## src/sv/mbc_pkg.sv

```systemverilog
// shared types, constants and helpers for the mailbox bridge
package mbc_pkg;

  localparam int HoldWidth  = 17;
  localparam int TickWidth  = 30;
  localparam int CountWidth = 24;
  localparam int AccWidth   = TickWidth + 1;

  localparam logic [31:0] HOST_MASK = 32'h0000_ff06;
  localparam logic [31:0] COP_MASK  = 32'he000_003f;

  localparam logic [31:0] HOST_DATA   = 32'h0000_3800;
  localparam logic [31:0] HOST_SIGNAL = 32'h0000_3802;
  localparam logic [31:0] HOST_CTRL   = 32'h0000_3804;

  localparam logic [31:0] COP_OUTBOX   = 32'h4000_0000;
  localparam logic [31:0] COP_INBOX    = 32'h4000_0010;
  localparam logic [31:0] COP_STATUS   = 32'h4000_0020;
  localparam logic [31:0] COP_LATCH_LO = 32'h4000_0020;
  localparam logic [31:0] COP_LATCH_MD = 32'h4000_0024;
  localparam logic [31:0] COP_LATCH_HI = 32'h4000_0028;
  localparam logic [31:0] COP_ARM      = 32'h4000_002c;

  localparam logic [TickWidth-1:0] OWED_CAP = 30'h3fff_ffff;
  localparam logic [HoldWidth-1:0] BOOT_HOLD_RESET = 17'h1_0000;

  localparam logic [2:0] REQ_HOST_RD = 3'd0;
  localparam logic [2:0] REQ_HOST_WR = 3'd1;
  localparam logic [2:0] REQ_COP_RD  = 3'd2;
  localparam logic [2:0] REQ_COP_WR  = 3'd3;
  localparam logic [2:0] REQ_TICK    = 3'd4;

  typedef struct packed {
    logic                  host_to_cop_pending;
    logic [7:0]            host_to_cop_byte;
    logic                  cop_to_host_pending;
    logic [7:0]            cop_to_host_byte;
    logic                  signal_flag;
    logic                  ready_flag;
    logic                  reset_line;
    logic [HoldWidth-1:0]  boot_accumulator;
    logic [CountWidth-1:0] countdown;
    logic [CountWidth-1:0] countdown_latch;
  } mbc_state_t;

  typedef struct packed {
    logic                  ready_flag;
    logic [HoldWidth-1:0]  boot_accumulator;
    logic [CountWidth-1:0] countdown;
  } mbc_tick_upd_t;

  function automatic logic [7:0] status_of(mbc_state_t s);
    return {s.ready_flag, 3'b000, s.host_to_cop_pending, s.signal_flag, 1'b0,
            s.cop_to_host_pending};
  endfunction

endpackage

```

## src/sv/mbc_tick.sv

```systemverilog
// tick unit: boot hold accumulation and floored countdown decrement
module mbc_tick
  import mbc_pkg::*;
(
  input  mbc_state_t             st,
  input  logic [HoldWidth-1:0]   boot_hold_cycles,
  input  logic [TickWidth-1:0]   tick_count,
  output mbc_tick_upd_t          upd
);

  logic [AccWidth-1:0]  acc;
  logic [AccWidth-1:0]  hold_ext;
  logic [AccWidth-1:0]  rem;
  logic [TickWidth-1:0] owed;
  logic                 hold_met;

  always_comb begin
    acc      = {{(AccWidth-HoldWidth){1'b0}}, st.boot_accumulator}
             + {1'b0, tick_count};
    hold_ext = {{(AccWidth-HoldWidth){1'b0}}, boot_hold_cycles};
    hold_met = (acc >= hold_ext);
    rem      = st.ready_flag ? acc : (acc - hold_ext);
    owed     = (rem > {1'b0, OWED_CAP}) ? OWED_CAP : rem[TickWidth-1:0];

    upd.ready_flag       = st.ready_flag;
    upd.boot_accumulator = st.boot_accumulator;
    upd.countdown        = st.countdown;

    if (!st.reset_line && (acc != '0)) begin
      if (!st.ready_flag && !hold_met) begin
        // still holding, below boot threshold
        upd.boot_accumulator = acc[HoldWidth-1:0];
      end else begin
        upd.ready_flag       = 1'b1;
        upd.boot_accumulator = '0;
        if ({{(TickWidth-CountWidth){1'b0}}, st.countdown} > owed) begin
          upd.countdown = st.countdown - owed[CountWidth-1:0];
        end else begin
          upd.countdown = '0;
        end
      end
    end
  end

endmodule

```

## src/sv/mailbox_bridge_with_countdown_top.sv

```systemverilog
// top level of the host/coprocessor mailbox bridge with countdown
//
// input channel (in_valid/in_ready) carries one transaction per item: a host
// read or write, a coprocessor read or write, or a tick with a clock count.
// every input transaction yields exactly one result transaction on the
// output channel (out_valid/out_ready): the read byte (zero unless a read),
// the status byte after the item and the countdown after the item.
// a result is registered at the edge that accepts the item
// throughput: 1 item per cycle unless the output stalls; the whole state
// update is one combinational pass from the state registers (address decode,
// tick add/compare/subtract) into the state and result registers
// stall: while a result waits, in_ready follows out_ready, so a new item is
// taken in the same cycle the waiting result leaves
// reset: rst clears all mailbox state, the reset line and the output valid,
// and restores the boot hold register to 65536
// config: cfg_write_en loads boot_hold_cycles at once; write only when idle
// a host control write with bit0 set while the reset line is low clears all
// bridge state; while the line stays high, ticks are dropped
module mailbox_bridge_with_countdown_top
  import mbc_pkg::*;
(
  input  logic                  clk,
  input  logic                  rst,
  // configuration
  input  logic                  cfg_write_en,
  input  logic [HoldWidth-1:0]  cfg_write_data,
  // input channel
  input  logic                  in_valid,
  output logic                  in_ready,
  input  logic [2:0]            req_type,
  input  logic [31:0]           address,
  input  logic [7:0]            write_data,
  input  logic [TickWidth-1:0]  tick_count,
  // output channel
  output logic                  out_valid,
  input  logic                  out_ready,
  output logic [7:0]            read_data,
  output logic [7:0]            status_byte,
  output logic [CountWidth-1:0] countdown_value
);

  logic [HoldWidth-1:0] boot_hold_cycles;
  mbc_state_t           st;
  mbc_state_t           st_next;
  mbc_tick_upd_t        tick_upd;
  logic [7:0]           rd_next;
  logic [31:0]          host_addr;
  logic [31:0]          cop_addr;
  logic                 accept;

  assign in_ready = !out_valid || out_ready;
  assign accept   = in_valid && in_ready;

  assign host_addr = address & HOST_MASK;
  assign cop_addr  = address & COP_MASK;

  mbc_tick u_tick (
    .st               (st),
    .boot_hold_cycles (boot_hold_cycles),
    .tick_count       (tick_count),
    .upd              (tick_upd)
  );

  // next state and read byte for the transaction at the input
  always_comb begin
    st_next = st;
    rd_next = 8'h00;
    unique case (req_type)
      REQ_HOST_RD: begin
        priority if (host_addr == HOST_DATA) begin
          if (st.cop_to_host_pending) begin
            st_next.cop_to_host_pending = 1'b0;
            rd_next = st.cop_to_host_byte;
          end
        end else if (host_addr == HOST_SIGNAL) begin
          st_next.signal_flag = 1'b0;
        end else if (host_addr == HOST_CTRL) begin
          rd_next = status_of(st);
        end else begin
          // unmapped host read returns zero
        end
      end
      REQ_HOST_WR: begin
        priority if (host_addr == HOST_SIGNAL) begin
          st_next.host_to_cop_pending = 1'b1;
          st_next.host_to_cop_byte    = write_data;
        end else if (host_addr == HOST_CTRL) begin
          // rising edge of the reset line wipes the bridge
          if (!st.reset_line && write_data[0]) begin
            st_next = '0;
          end
          st_next.reset_line = write_data[0];
        end else begin
          // unmapped host write does nothing
        end
      end
      REQ_COP_RD: begin
        priority if (cop_addr == COP_INBOX) begin
          if (st.host_to_cop_pending) begin
            st_next.host_to_cop_pending = 1'b0;
            rd_next = st.host_to_cop_byte;
          end
        end else if (cop_addr == COP_STATUS) begin
          rd_next = status_of(st);
        end else begin
          // unmapped coprocessor read returns zero
        end
      end
      REQ_COP_WR: begin
        priority if (cop_addr == COP_OUTBOX) begin
          st_next.cop_to_host_pending = 1'b1;
          st_next.cop_to_host_byte    = write_data;
        end else if (cop_addr == COP_INBOX) begin
          st_next.signal_flag = 1'b1;
        end else if (cop_addr == COP_LATCH_LO) begin
          st_next.countdown_latch[7:0] = write_data;
        end else if (cop_addr == COP_LATCH_MD) begin
          st_next.countdown_latch[15:8] = write_data;
        end else if (cop_addr == COP_LATCH_HI) begin
          st_next.countdown_latch[23:16] = write_data;
        end else if (cop_addr == COP_ARM) begin
          st_next.countdown = st.countdown_latch;
        end else begin
          // unmapped coprocessor write does nothing
        end
      end
      REQ_TICK: begin
        st_next.ready_flag       = tick_upd.ready_flag;
        st_next.boot_accumulator = tick_upd.boot_accumulator;
        st_next.countdown        = tick_upd.countdown;
      end
      default: begin
        // unused request codes leave everything as is
      end
    endcase
  end

  // bridge state and boot hold register
  always_ff @(posedge clk) begin
    if (rst) begin
      st               <= '0;
      boot_hold_cycles <= BOOT_HOLD_RESET;
    end else begin
      if (accept) begin
        st <= st_next;
      end
      if (cfg_write_en) begin
        boot_hold_cycles <= cfg_write_data;
      end
    end
  end

  // result register
  always_ff @(posedge clk) begin
    if (rst) begin
      out_valid <= 1'b0;
    end else if (accept) begin
      out_valid <= 1'b1;
    end else if (out_ready) begin
      out_valid <= 1'b0;
    end
  end

  always_ff @(posedge clk) begin
    if (accept) begin
      read_data       <= rd_next;
      status_byte     <= status_of(st_next);
      countdown_value <= st_next.countdown;
    end
  end

`ifndef NO_ASSERTIONS
  // a reset-line rising edge leaves an all-zero status and countdown
  a_reset_edge_clears: assert property (@(posedge clk) disable iff (rst)
    accept && req_type == REQ_HOST_WR && host_addr == HOST_CTRL &&
    write_data[0] && !st.reset_line
    |=> out_valid && status_byte == 8'h00 && countdown_value == '0)
    else $error("reset line edge did not clear bridge state");

  // ticks are dropped while the reset line is held
  a_tick_dropped_in_reset: assert property (@(posedge clk) disable iff (rst)
    accept && req_type == REQ_TICK && st.reset_line
    |=> st.countdown == $past(st.countdown) &&
        st.ready_flag == $past(st.ready_flag) &&
        st.boot_accumulator == $past(st.boot_accumulator))
    else $error("tick changed state while reset line held");

  // input is only held off by a waiting result
  a_ready_only_on_stall: assert property (@(posedge clk) disable iff (rst)
    !in_ready |-> out_valid && !out_ready)
    else $error("input stalled without a waiting result");

  // the output register reflects the committed countdown
  a_result_tracks_state: assert property (@(posedge clk) disable iff (rst)
    accept |=> countdown_value == st.countdown && status_byte == status_of(st))
    else $error("result register out of step with bridge state");
`endif

endmodule

```

## config.mk

```make
export PLATFORM = sky130hd
export DESIGN_NAME = mailbox_bridge_with_countdown_top
export DESIGN_NICKNAME = d
export VERILOG_FILES = /design/src/sv/mbc_pkg.sv /design/src/sv/mbc_tick.sv /design/src/sv/mailbox_bridge_with_countdown_top.sv
export SDC_FILE = /design/constraint.sdc
export NUM_CORES = 1
export LEC_CHECK = 0
export BUFFER_PORTS_ARGS = -buffer_cell sky130_fd_sc_hd__buf_2
export CAP_MARGIN = 20
export CORE_AREA = 3 3 106 209
export DETAILED_ROUTE_END_ITERATION = 8
export DIE_AREA = 0 0 109 212
export GPL_TIMING_DRIVEN = 0
export HOLD_SLACK_MARGIN = 0.02
export PLACE_DENSITY_LB_ADDON = 0.15
export REMOVE_ABC_BUFFERS = 1
export SKIP_LAST_GASP = 1
export SYNTH_ARGS = -nofsm -noshare
export SYNTH_HDL_FRONTEND = slang
export SYNTH_SLANG_ARGS = --single-unit
```

## constraint.sdc

```tcl
create_clock -name clk -period 9.6 [get_ports clk]
set_clock_uncertainty 0.1 [all_clocks]
set_input_delay 0.48 -clock clk [delete_from_list [all_inputs] [get_ports clk]]
set_output_delay 0.48 -clock clk [all_outputs]
set_load 0.005 [all_outputs]
```

; ---- Word level (Yosys, flattened, before mapping)
; Index checks and enable logic that the tools add are counted.
[totals]
register_bits = 140
in_bits = 95
out_inout_bits = 42
elab_cells = 117
[op_classes]
addsub = 3
n_lt_le_gt_ge = 3
eq_ne = 25
muxes = 45
bitwise_logic = 1
n_reduce_logical = 23
[op_table]
columns = operator, n
row1 = 2-to-1 mux 86 bit, 2
row2 = 2-to-1 mux 24 bit, 4
row3 = 2-to-1 mux 48 bit, 2
row4 = 2-to-1 mux 8 bit, 10
row5 = 2-to-1 mux 77 bit, 1
row6 = one-hot mux 24 bit (3 select lines), 1
row7 = "equality test 9 x 8 -> 1 bit, second input constant", 6
row8 = one-hot mux 24 bit (2 select lines), 1
row9 = 2-to-1 mux 42 bit, 1
row10 = 2-to-1 mux 40 bit, 1
row11 = one-hot mux 17 bit (2 select lines), 1
row12 = 2-to-1 mux 32 bit, 1
row13 = one-hot mux 8 bit (2 select lines), 2
row14 = adder 17 x 30 -> 31 bit, 1
row15 = >= comparator 31 x 17 -> 1 bit, 1
row16 = "> comparator 31 x 30 -> 1 bit, second input constant", 1
row17 = 2-to-1 mux 31 bit, 1
row18 = nonzero test 31 bit, 1
row19 = subtractor 31 x 17 -> 31 bit, 1
row20 = "equality test 10 x 8 -> 1 bit, second input constant", 3
row21 = > comparator 24 x 30 -> 1 bit, 1
row22 = 2-to-1 mux 30 bit, 1
row23 = subtractor 24 bit, 1
row24 = "!= test 2 bit, second input constant", 11
row25 = 20 further kinds, 44

; ---- Longest topological paths before layout
; Gate-level depths: netlist (run 1).
[depth]
ltp_word = 10
mapped_depth = 36
ltp_nobuf = 34

; ---- Modules after synthesis
; A second synthesis (run 1) with hierarchy kept.
[hier_totals]
hier_cells = 1304
area_unflattened_um2 = 11283.3
[by_module_without_submodules]
columns = mod, instances, cells_per_inst, area_each_um2, seq_area_each_um2
row1 = mailbox_bridge_with_countdown_top, 1, 566, 5894.4, 3163.0
row2 = mbc_tick, 1, 738, 5388.9, 0.0

; ---- Worst setup path before layout (run 1)
; No wires, ideal clock.
[synth_path]
kind = input port to flip-flop
from = input port tick_count[0]
to = register countdown_value[23], data pin
setup_time_ns = 0.128
arrival_ns = 7.220
required_time_ns = 9.372
slack_ns = 2.152
stages = 35
n_path_buf = 2
path_cell_list = ha_1 -> inv_1 -> fa_1 -> nor2b_1 -> o31a_1 -> o31a_4 -> or3_1 -> and2_1 -> ha_1 -> o21ai_0 -> o21ai_0 -> o211ai_1 -> nand4_1 -> a311oi_1 -> nand3_1 -> nor3_2 -> nand2_1 -> xor2_1 -> clkbuf_1 -> inv_1 -> nand2_1 -> ha_1 -> fa_1 -> nor2b_1 -> o31ai_1 -> a21oi_1 -> a41oi_1 -> o21bai_1 -> a31oi_1 -> a211oi_1 -> nand2_1 -> a211oi_2 -> buf_2 -> a32oi_1 -> a21bo_1
[synth_rtl]
columns = item, line
row1 = from (decl), mailbox_bridge_with_countdown_top.sv:33  ; input logic [TickWidth-1:0] tick_count,
row2 = to (signal assigned), mailbox_bridge_with_countdown_top.sv:168  ; countdown_value <= st_next.countdown;
row3 = to (decl), mailbox_bridge_with_countdown_top.sv:39  ; output logic [CountWidth-1:0] countdown_value

==> results of run 1 <==
[critical path, delay by kind of cell (launching register included)]
| family | cells | cell delay, ns |
|---|---|---|
| AO/OA/AOI/OAI | 14 | 3.64 |
| AND/OR/NAND/NOR | 11 | 2.25 |
| adder cells (fa/ha/maj) | 5 | 1.64 |
| buffers and inverters | 4 | 0.68 |
| flip-flops | 1 | 0.33 |
| XOR/XNOR | 1 | 0.20 |
[what timing repair did]
action	in CTS	in global routing
setup buffers	0	3
gates resized for setup	0	1
setup endpoints to repair	0	42
hold endpoints to repair	0	0
hold buffers	0	0
[routing by layer]
layer / vias up / global-route usage [%] / share of wire [%]
li1: 4782 / - / -
met1: 4665 / 27.17 / 34
met2: 355 / 54.18 / 54
met3: 133 / 4.831 / 4.1
met4: 0 / 19.92 / 7.4
met5: - / 0 / 0
[flip-flops by register name (all words and copies together), names as in the netlist]
name,cells
read_data,8
status_byte,4
st,86
countdown_value,24
out_valid,1
boot_hold_cycles,17
[synth_stat cells (all sizes together) (8+ instances only)]
cell type	instances
o32ai	10
inv	82
edfxtp	36
ha	59
a22oi	16
a211oi	34
o21ai	58
nor3	23
a22o	19
a21o	40
mux2i	22
and3	13
o211ai	13
nand3	55
nor2b	14
xnor2	37
clkbuf	31
dfxtp	104
a221oi	19
and2	10
nand2b	9
nor2	111
a21oi	118
o21a	12
a2bb2oi	8
o21bai	8
nand4	17
a32o	14
buf	19
xor2	17
nand2	93
[cell families after synthesis]
logic type                 count (synthesis)
other                                      1
DFF                                      140
muxes                                     23
adders and majority gates                 62
AOI/OAI and AO/OA                        431
buffers and inverters                    132
and+or+nand+nor                          382
xor gates and xnor gates                  54
[power by group]
part | switching, W | internal (W) | total [W]
combinational | 0.000214 | 0.000140 | 0.000354
clock | 0.000299 | 0.000391 | 0.000690
sequential | 0.00000947 | 0.000622 | 0.000632
total | 0.000522 | 0.00115 | 0.00168
[layout make-up]
class                           count  share of cell area [%]
Tap cell                          266                   2.830
Sequential cell                   140                   26.90
Timing Repair Buffer              130                   6.448
Multi-Input combinational cell    956                   56.06
Inverter                           82                   2.617
Clock inverter                     15                   1.532
Clock buffer                       17                   3.617
[cell usage in the layout, fill, tap and decap left out, types with 9 or more instances in the layout]
cell         n
nand4_1     17
a221oi_1    17
a22o_1      19
clkbuf_16   17
dfxtp_1    104
mux2i_1     22
a32o_1      14
and2_1      10
buf_2      116
and3_1      13
inv_1       81
a21oi_1    114
o21ai_1     11
nand2_1     93
xor2_1      16
o21ai_0     45
xnor2_1     36
a211oi_1    30
nor2b_1     14
o211ai_1    12
nand3_1     54
nand2b_1     9
a22oi_1     16
ha_1        59
nor2_1     109
nor3_1      17
a21o_1      40
o21a_1      12
edfxtp_1    36
[how the worst min path moves through the flow]
stage,from,to,slack (ns),depth (start not counted)
after floorplan,st[10],st[10],0.33,2
after global placement,st[11],st[11],0.34,2
after detailed placement,st[17],st[17],0.35,2
after CTS,cfg_write_data[16],boot_hold_cycles[16],0.14,3
after global routing,cfg_write_data[16],boot_hold_cycles[16],0.16,3
final,cfg_write_data[16],boot_hold_cycles[16],0.16,3
[per-stage QoR]
stage          setup TNS [ns]  power (W)  hold WS (ns)
2_1_floorplan               0  0.0008763        0.3252
3_3_place_gp           -41.10  0.0009834        0.3434
3_5_place_dp         -0.06245  0.0009905        0.3466
4_1_cts                     0   0.001676        0.1432
5_1_grt              -0.01009   0.001745        0.1561
6_report                    0   0.001676        0.1597
==> results.md, run 1 <==
- Crit. Startpoint: st[48]
- Seq/Total Area, Yosys: between 30% and 40%
- Area leader, netlist: dfxtp_1
- Die X: approximately 110 um
- Main combinational cell family by area after synthesis: compound AO/OA/AOI/OAI gates
- Share of cells above drive strength 1: approximately 16%
- Fmax: between 0.1 and 0.15 GHz
- Reg-to-reg setup timing slack: around 0.54 ns
- CP arrival: 9.22 ns
- Worst-path cell with the longest stage delay: a311oi_2
- Reg2reg start: st[48]
- Worst skew pair latency: 0.45 ns
- Cell count after synthesis: 1225
- Multiplexer area fraction after synthesis: under 10%
- VDD IR max: roughly 0.12 mV
- Top_reg_cell synth: dfxtp_1
- Min-delay worst type: in -> reg
- Final setup margin: between 0.5 and 0.6 ns
- Post-route ant nets: 0
- Ant diodes: 0
- Worst-case clock buffer depth: 2
- Top-area cell type share of the netlist area: around a fifth
- Num rows: 74
- Area contributors post-synth: dfxtp_1, edfxtp_1, ha_1, a21oi_1, nor2_1
- HPWL after detailed placement: 25560 um
- Leak Pwr: a little under 5 nW
- CP startpoint kind: flop
- Crit path largest cell delay: 0.58 ns
- CP endpoint: countdown_value[9]
- Post-synth EDFFs: 36
- Adder-Cell Fraction of Synth Area: under 10%
- XOR/XNOR Fraction of Synth Area: ~4.8%
- First-pass GRT wire length: around 50000 um
- Die ar.: about 0.023 mm^2
- Overflow after GRT: 0
- Routed len/inst: between 20 and 25 um
- Area of the multi-input gates: 0.006593 mm^2
- Post-route cell area: about 0.012 mm^2
- Worst Tran Pin Value: approximately 0.99 ns
- Outcome: completed
- Min Tclk post-route: 9.059 ns
- Final wirelength: ~33000 um
- Area share of and/or/nand/nor cells after synthesis: a little under a fifth
- Max-slew violations: 0
- Post-placement cell area: about 0.011 mm^2
- Via density: roughly 6.2
- Final setup violation count: 0
- Worst Reg-to-Reg Cells: 35
- #FFs+latches synth: 140
- Fin util: a little under three fifths
- Distinct cells, synth: about 100
- Pwr dens: ~140 mW/mm^2
- Port Buf Inserts: approximately 120
- H-Tree Depth: 4
- Total core area: 0.02065 mm^2
- Drt first pass iters: 5
- RePlAce Congestion: 0.9512
- Place WS: -0.06245 ns
- Initial Util: approximately half
- Max-slew headroom: 33.57%
- Filler cells: roughly 2000
- Mapped Area: 0.01028 mm^2
- Max Cap Viol: 0
- Initial drt markers: about 530
- Placed Cells: 1568
- Num CTS Buffers: 17
- R2r endpoint: countdown_value[9]
- DRC violations left: 0
- Clock sinks: 140
- Area grow syn2layout: 14.44%
- Via count: roughly 9900
- Compound-Gate Fraction of Synth Area: 30.74%
- Syn_area_per_cell: 8.389 um^2
- Fin crit share: around 94%
- GRT Util Overall: between 20% and 30%
- Reg clk slew, reported paths: approximately 0.070 ns
- Die height: roughly 210 um
- Yosys warns: 0
- Req. time, crit path: approximately 9.8 ns
- I/O pin total: 137
- Finished Layout Cells: approximately 1600
- Total Nets Final: 1484
- Ys async rst share: 0%
- Initial antenna violation count: 0
- Area taken by flip-flops and latches: 0.003163 mm^2
- CP Class: reg -> reg
- Worst-path maximum fanout: 18
- Worst setup EP type: flop
- Final hold viol count: 0
- CTS root buffer: clkbuf_16
- Vias in the first global route: 9937
- TritonCTS clock tree: built
- Largest net degree at the start of global routing: 58
Power figures use the tool's default switching activity.
==> run 2: changes to the inputs <==
ABC_CLOCK_PERIOD_IN_PS = 9600   (was unset)
RECOVER_POWER = 25   (was unset)
==> run 2 against run 1 <==
  * The flow now finishes with violations (capacitance limit, slew limit)
  * Critical path depth is the same
  * Die area did not move
  * Critical endpoint unchanged
  * Worst hold slack about the same
==> results.md, run 2 (same netlist as run 1, synthesis figures left out) <==
- Share of cells above drive strength 1: 13.88% (-1.8 points)
- First-pass GRT wire length: 50960 um (unchanged)
- Max-slew violations: 88 (+88)
- Most flop-heavy register: st
- CP Class: reg -> reg
- Min-delay worst type: in -> reg
- Die X: 109 um (unchanged)
- Leak Pwr: 4.725 nW (-1.7%)
- Fin util: 56.69% (-0.27 points)
- Total Nets Final: 1484 (unchanged)
- Largest net degree at the start of global routing: 58 (unchanged)
- Vias in the first global route: 9937 (unchanged)
- Num CTS Buffers: 17 (unchanged)
- TritonCTS clock tree: built
- Max-slew headroom: -85.90% (-120 points)
- Via density: 6.194 (+0.13%)
- VDD IR max: 0.1208 mV (-1.1%)
- Initial antenna violation count: 0 (unchanged)
- Die ar.: 0.02311 mm^2 (unchanged)
- Final hold viol count: 0 (unchanged)
- Min Tclk post-route: 9.052 ns (-0.006624 ns)
- Worst-path cell with the longest stage delay: a311oi_2
- Worst-path maximum fanout: 18 (unchanged)
- WHS Endpoint: boot_hold_cycles[16]
- Worst Tran Pin Value: 2.789 ns (+1.800 ns)
- Initial Util: 49.77% (unchanged)
- DRC violations left: 0 (unchanged)
- Final wirelength: 32600 um (about the same)
- Worst skew pair latency: 0.45 ns (about the same)
- Req. time, crit path: 9.77 ns (about the same)
- Reg-to-reg setup timing slack: 0.55 ns (about the same)
- Post-route cell area: 0.01171 mm^2 (-0.47%)
- Max Cap Viol: 2 (+2)
- H-Tree Depth: 4 (unchanged)
- Hold buffer count at cts: 0 (unchanged)
- Hold Startpoint: cfg_write_data[16]
- Post-route ant nets: 0 (unchanged)
- Commonest non-fill, non-tap cells in the layout: a21oi_1, nor2_1, dfxtp_1, buf_2, nand2_1
- Pwr dens: 143.1 mW/mm^2 (+0.41%)
- Area grow syn2layout: 13.91%
- Reg2reg start: st[48]
- Crit. Startpoint: st[48]
- Commonest non-fill, non-tap cell in the layout: a21oi_1
- Fin crit share: 94.29% (about the same)
- Total core area: 0.02065 mm^2 (unchanged)
- Sum Neg Setup Slack: 0 ns (unchanged)
- Initial drt markers: 540 (+1.7%)
- Overflow after GRT: 0 (unchanged)
- Die height: 212 um (unchanged)
- Routed len/inst: 20.30 um (about the same)
- Crit path largest cell delay: 0.57 ns (about the same)
- Reg clk slew, reported paths: 0.07 ns (about the same)
- GRT Util Overall: 28.73% (unchanged)
- CP arrival: 9.22 ns (about the same)
- Post-placement cell area: 0.01108 mm^2 (unchanged)
- HPWL after detailed placement: 25560 um (unchanged)
- CP startpoint kind: flop
- Outcome: finished with violations
- CTS root buffer: clkbuf_16
- Largest regs: st (86), countdown_value (24), boot_hold_cycles (17)
- Fmax: 0.1105 GHz (about the same)
- Final setup margin: 0.5481 ns (+0.006624 ns)
- Filler cells: 1959 (+0.56%)
- I/O pin total: 137 (unchanged)
- Largest register FFs: 86 (unchanged)
- Port Buf Inserts: 117 (unchanged)
- Via count: 9948 (+0.13%)
- Drt first pass iters: 5 (unchanged)
- Clock sinks: 140 (unchanged)
- Num rows: 74 (unchanged)
- Worst Reg-to-Reg Cells: 35 (unchanged)
- Worst setup EP type: flop
- RePlAce Congestion: 0.9512 (unchanged)
- Worst-case clock buffer depth: 2 (unchanged)
- Ant diodes: 0 (unchanged)
- R2r endpoint: countdown_value[9]
- Final setup violation count: 0 (unchanged)
- Place WS: -0.06245 ns (unchanged)
- Failing checks: capacitance limit, slew limit
- Worst hold stages: 3 (unchanged)
## run 2: changes by cell type in the layout (fill, tap and decap cells not counted)
cell / previous run / this run
clkbuf_1: 0 / 24
buf_2: 116 / 94
buf_16: 2 / 1
buf_4: 6 / 5
## run 2: worst max path at each step
| stage | end | slack, ns | depth (start not counted) |
|---|---|---|---|
| 5_1_grt | countdown_value[9] | -0.01 | 35 |
| 2_1_floorplan | countdown_value[23] | 1.65 | 32 |
| 3_5_place_dp | countdown_value[15] | -0.06 | 35 |
| 6_report | countdown_value[9] | 0.55 | 35 |
| 4_1_cts | countdown_value[15] | 0.14 | 34 |
| 3_3_place_gp | countdown_value[23] | -1.14 | 33 |
## run 2: area by class of cell
type | count | area, um^2 | area share [%]
well taps | 266 | 332.8 | 2.843
multi-input cells | 956 | 6593 | 56.32
inverters | 82 | 307.8 | 2.630
repair buffers | 130 | 703.2 | 6.007
flip-flops and latches | 140 | 3163 | 27.02
clock buffers | 17 | 425.4 | 3.634
clock inverters | 15 | 180.2 | 1.539
## run 2: layer usage
layer	up-vias	GRT usage (%)	share of wire (%)
met5	-	0	0
met4	0	19.92	7.3
met3	130	4.831	4.1
met2	337	54.18	54
met1	4694	27.17	34
li1	4787	-	-
## run 2: timing repair
| item | 4_1_cts | 5_1_grt |
|---|---|---|
| resized for setup | 0 | 1 |
| endpoints found under the hold margin | 0 | 0 |
| setup buffers | 0 | 3 |
| endpoints found under the setup margin | 0 | 42 |
## run 2: per-stage QoR
stage | total power (W) | hold slack [ns] | instances
6_report | 0.001675 | 0.1595 | 1606
5_1_grt | 0.001742 | 0.1561 | 1606
4_1_cts | 0.001676 | 0.1432 | 1600
3_5_place_dp | 0.0009905 | 0.3466 | 1568
3_3_place_gp | 0.0009834 | 0.3434 | 1561
2_1_floorplan | 0.0008763 | 0.3252 | 1178
## run 2: worst max-delay path, delay by kind of cell (launching register included)
family / cells / cell delay, ns
adder cells (fa/ha/maj): 5 / 1.64
AO/OA/AOI/OAI: 14 / 3.65
buffers and inverters: 4 / 0.68
XOR/XNOR: 1 / 0.19
flip-flops: 1 / 0.33
AND/OR/NAND/NOR: 11 / 2.26
## run 2: where the power goes
group	internal (W)	leakage, nW	total [W]	switching (W)
clock	0.000391	0.291	0.000692	0.000301
sequential	0.000622	1.21	0.000632	0.00000961
combinational	0.000138	3.23	0.000351	0.000214
==> run 3: changes to the inputs <==
CORE_AREA = 3 3 111 219   (was 3 3 106 209)
CTS_CLUSTER_SIZE = 25   (was unset)
DIE_AREA = 0 0 114 222   (was 0 0 109 212)
SYNTH_HIERARCHICAL = 1   (was unset)
==> run 3 against run 2 <==
  * The flow still finishes with violations (capacitance limit, slew limit)
  * Utilization fell by 1.5 points
  * Count of clock-buffer cells in the layout did not move
  * Non-clock buffer count fell by 3
  * First-iteration DRC count rose by 12%
  * Die area rose by 9.5%
  * Register-to-register slack got worse by 0.09 ns
  * Setup slack got worse by 0.091 ns
  * Sequential cell count did not move
  * Total power fell by 3.1%
  * Cell count rose by 3.9%
==> results.md, run 3 <==
- TritonCTS clock tree: built
- Distinct cells, synth: 110 (+8.9%)
- Num CTS Buffers: 17 (unchanged)
- Outcome: finished with violations
- Place WS: -1.136 ns (-1.074 ns)
- DRC violations left: 0 (unchanged)
- #FFs+latches synth: 140 (unchanged)
- Most common cell type on the critical path: ha_1
- Port Buf Inserts: 117 (unchanged)
- Leak Pwr: 4.773 nW (+1.0%)
- Fmax: 0.1094 GHz (-0.99%)
- XOR/XNOR Fraction of Synth Area: 4.036% (-0.75 points)
- Top post-synthesis cells by count: nand2_1, nor2_1, dfxtp_1
- Fin crit share: 95.24% (+0.95 points)
- Finished Layout Cells: 1669 (+3.9%)
- Mapped Area: 0.01128 mm^2 (+9.8%)
- Failing checks: capacitance limit, slew limit
- Min-delay worst type: in -> reg
- Cell count after synthesis: 1304 (+6.4%)
- Largest regs: st (86), countdown_value (24), boot_hold_cycles (17)
- Area contributors post-synth: dfxtp_1, edfxtp_1, ha_1, nand2_1, nor2_1
- H-Tree Depth: 4 (unchanged)
- CP startpoint kind: flop
- Via count: 10468 (+5.2%)
- Final setup margin: 0.4574 ns (-0.09075 ns)
- Max-slew headroom: -146.9% (-61 points)
- Via density: 6.272 (+1.3%)
- Die ar.: 0.02531 mm^2 (+9.5%)
- CP arrival: 9.34 ns (+0.12 ns)
- Final hold viol count: 0 (unchanged)
- Yosys warns: 6 (+6)
- Worst skew pair latency: 0.45 ns (about the same)
- Worst Tran Pin Value: 3.703 ns (+0.9146 ns)
- Max-slew violations: 77 (-13%)
- Hold slack: 0.1698 ns (+0.01027 ns)
- Crit path largest cell delay: 0.47 ns (-0.10 ns)
- CP Class: reg -> reg
- Compound-Gate Fraction of Synth Area: 31.29% (+0.55 points)
- Multiplexer area fraction after synthesis: 3.049% (+0.80 points)
- Post-route ant nets: 0 (unchanged)
- M1 WL: 12310 um (+9.8%)
- GRT Util Overall: 26.37% (-2.4 points)
- Syn_area_per_cell: 8.653 um^2 (+3.1%)
- Share of cells above drive strength 1: 16.34% (+2.5 points)
- Reg clk slew, reported paths: 0.07 ns (about the same)
- Initial antenna violation count: 0 (unchanged)
- Main combinational cell family by area after synthesis: compound AO/OA/AOI/OAI gates
- HPWL after detailed placement: 26030 um (+1.8%)
- Largest register FFs: 86 (unchanged)
- RePlAce Congestion: 0.9524 (+0.13%)
- Pwr dens: 128.8 mW/mm^2 (-10%)
- CTS root buffer: clkbuf_16
- Top_reg_cell synth: dfxtp_1
- Overflow after GRT: 0 (unchanged)
- Worst-path cell with the longest stage delay: a211o_1
- Num rows: 78 (+5.4%)
- Drt first pass iters: 5 (unchanged)
- Total power: 0.001623 W (-3.1%)
- Ant diodes: 0 (unchanged)
- Post-CTS setup buffers: 0 (unchanged)
- Req. time, crit path: 9.79 ns (+0.02 ns)
- Final setup violation count: 0 (unchanged)
- Total Nets Final: 1532 (+3.2%)
- Min Tclk post-route: 9.143 ns (+0.09075 ns)
- Total core area: 0.02284 mm^2 (+11%)
- VDD IR max: 0.1432 mV (+19%)
- Adder-Cell Fraction of Synth Area: 6.964% (-0.80 points)
- RSZ-0062 raised after global routing: false
- Count leader, synth: nand2_1
- Initial drt markers: 607 (+12%)
- Commonest non-fill, non-tap cells in the layout: nand2_1, nor2_1, dfxtp_1, buf_2, a21oi_1
- Final wirelength: 33950 um (+4.1%)
- Die height: 222 um (+4.7%)
- Top-area cell type share of the netlist area: 18.45% (-1.8 points)
- Met2 wire length: 18830 um (+6.6%)
- Hold buffer count at cts: 0 (unchanged)
- Die X: 114 um (+4.6%)
- Seq/Total Area, Yosys: 28.03% (-2.7 points)
- Worst setup EP type: flop
- Clock sinks: 140 (unchanged)
- Area share of and/or/nand/nor cells after synthesis: 20.70% (+2.4 points)
- Routed len/inst: 20.34 um (+0.19%)
- Largest net degree at the start of global routing: 77 (+33%)
- Most flop-heavy register: st
- Ys async rst share: 0% (unchanged)
- Worst-path maximum fanout: 21 (+3)
- Placed Cells: 1633 (+4.1%)
- Initial Util: 49.41% (-0.36 points)
- I/O pin total: 137 (unchanged)
- Met3 routed WL: 1077 um (-20%)
- Vias in the first global route: 10251 (+3.2%)
- First-pass GRT wire length: 52930 um (+3.9%)
- DR top layer: met4
- Area grow syn2layout: 11.69%
- Worst-case clock buffer depth: 2 (unchanged)
- Commonest non-fill, non-tap cell in the layout: nand2_1
- Area leader, netlist: dfxtp_1
- Max Cap Viol: 1 (-1)
- Post-synth EDFFs: 36 (unchanged)
run 3: stage by stage:
step,util (%),setup TNS (ns),instance area [um^2]
2_1_floorplan,-,0,10870
3_3_place_gp,51.71,-74.48,11810
3_5_place_dp,52.33,-47.78,11950
4_1_cts,54.99,0,12560
5_1_grt,55.18,0,12600
6_report,55.18,0,12600
run 3: logic make-up after synthesis:
family / Yosys count
AO/OA/AOI/OAI: 432
XOR/XNOR: 52
adder cells (fa/ha/maj): 61
buffers and inverters: 143
flip-flops: 140
multiplexers: 34
other: 1
AND/OR/NAND/NOR: 441
run 3: critical path, delay by kind of cell, from the launching register on:
family / cells / cell delay (ns)
simple gates: 9 / 2.12
compound gates: 15 / 4.00
flops: 1 / 0.38
buf+inv: 2 / 0.46
mux: 1 / 0.39
xor+xnor: 1 / 0.23
fa+ha+maj: 4 / 1.28
run 3: cell type report:
type                            instances  area (um^2)
Multi-Input combinational cell       1024         7526
Timing Repair inverter                  1        7.507
Clock buffer                           17        425.4
Sequential cell                       140         3163
Clock inverter                         15        166.4
Fill cell                            2207        10230
Tap cell                              280        350.3
Timing Repair Buffer                  127        715.7
Inverter                               65        247.7
run 3: worst paths after layout:
path,start,to,slack [ns],cells past startpoint
worst min register to register,st[21],st[21],0.36,2
worst max register to register,st[49],countdown_value[16],0.46,32
worst min-delay path,cfg_write_data[12],boot_hold_cycles[12],0.17,3
worst max-delay path,st[49],countdown_value[16],0.46,32
run 3: power by group:
group	internal (W)	leakage, nW	switching, W	total (W)
combinational	0.000126	3.28	0.000203	0.000330
sequential	0.000616	1.21	0.00000486	0.000621
clock	0.000370	0.288	0.000302	0.000673
total	0.00111	4.77	0.000510	0.00162
run 3: per-layer routing:
| metal | up-vias | global-route usage [%] |
|---|---|---|
| li1 | 5135 | - |
| met1 | 4993 | 26.18 |
| met2 | 261 | 50.51 |
| met3 | 79 | 3.797 |
| met4 | 0 | 14.61 |
| met5 | - | 0 |
run 3: repair_timing:
action                     CTS  global route
gates cloned                 0             1
setup endpoints to repair   48            48
resized for setup            5             6
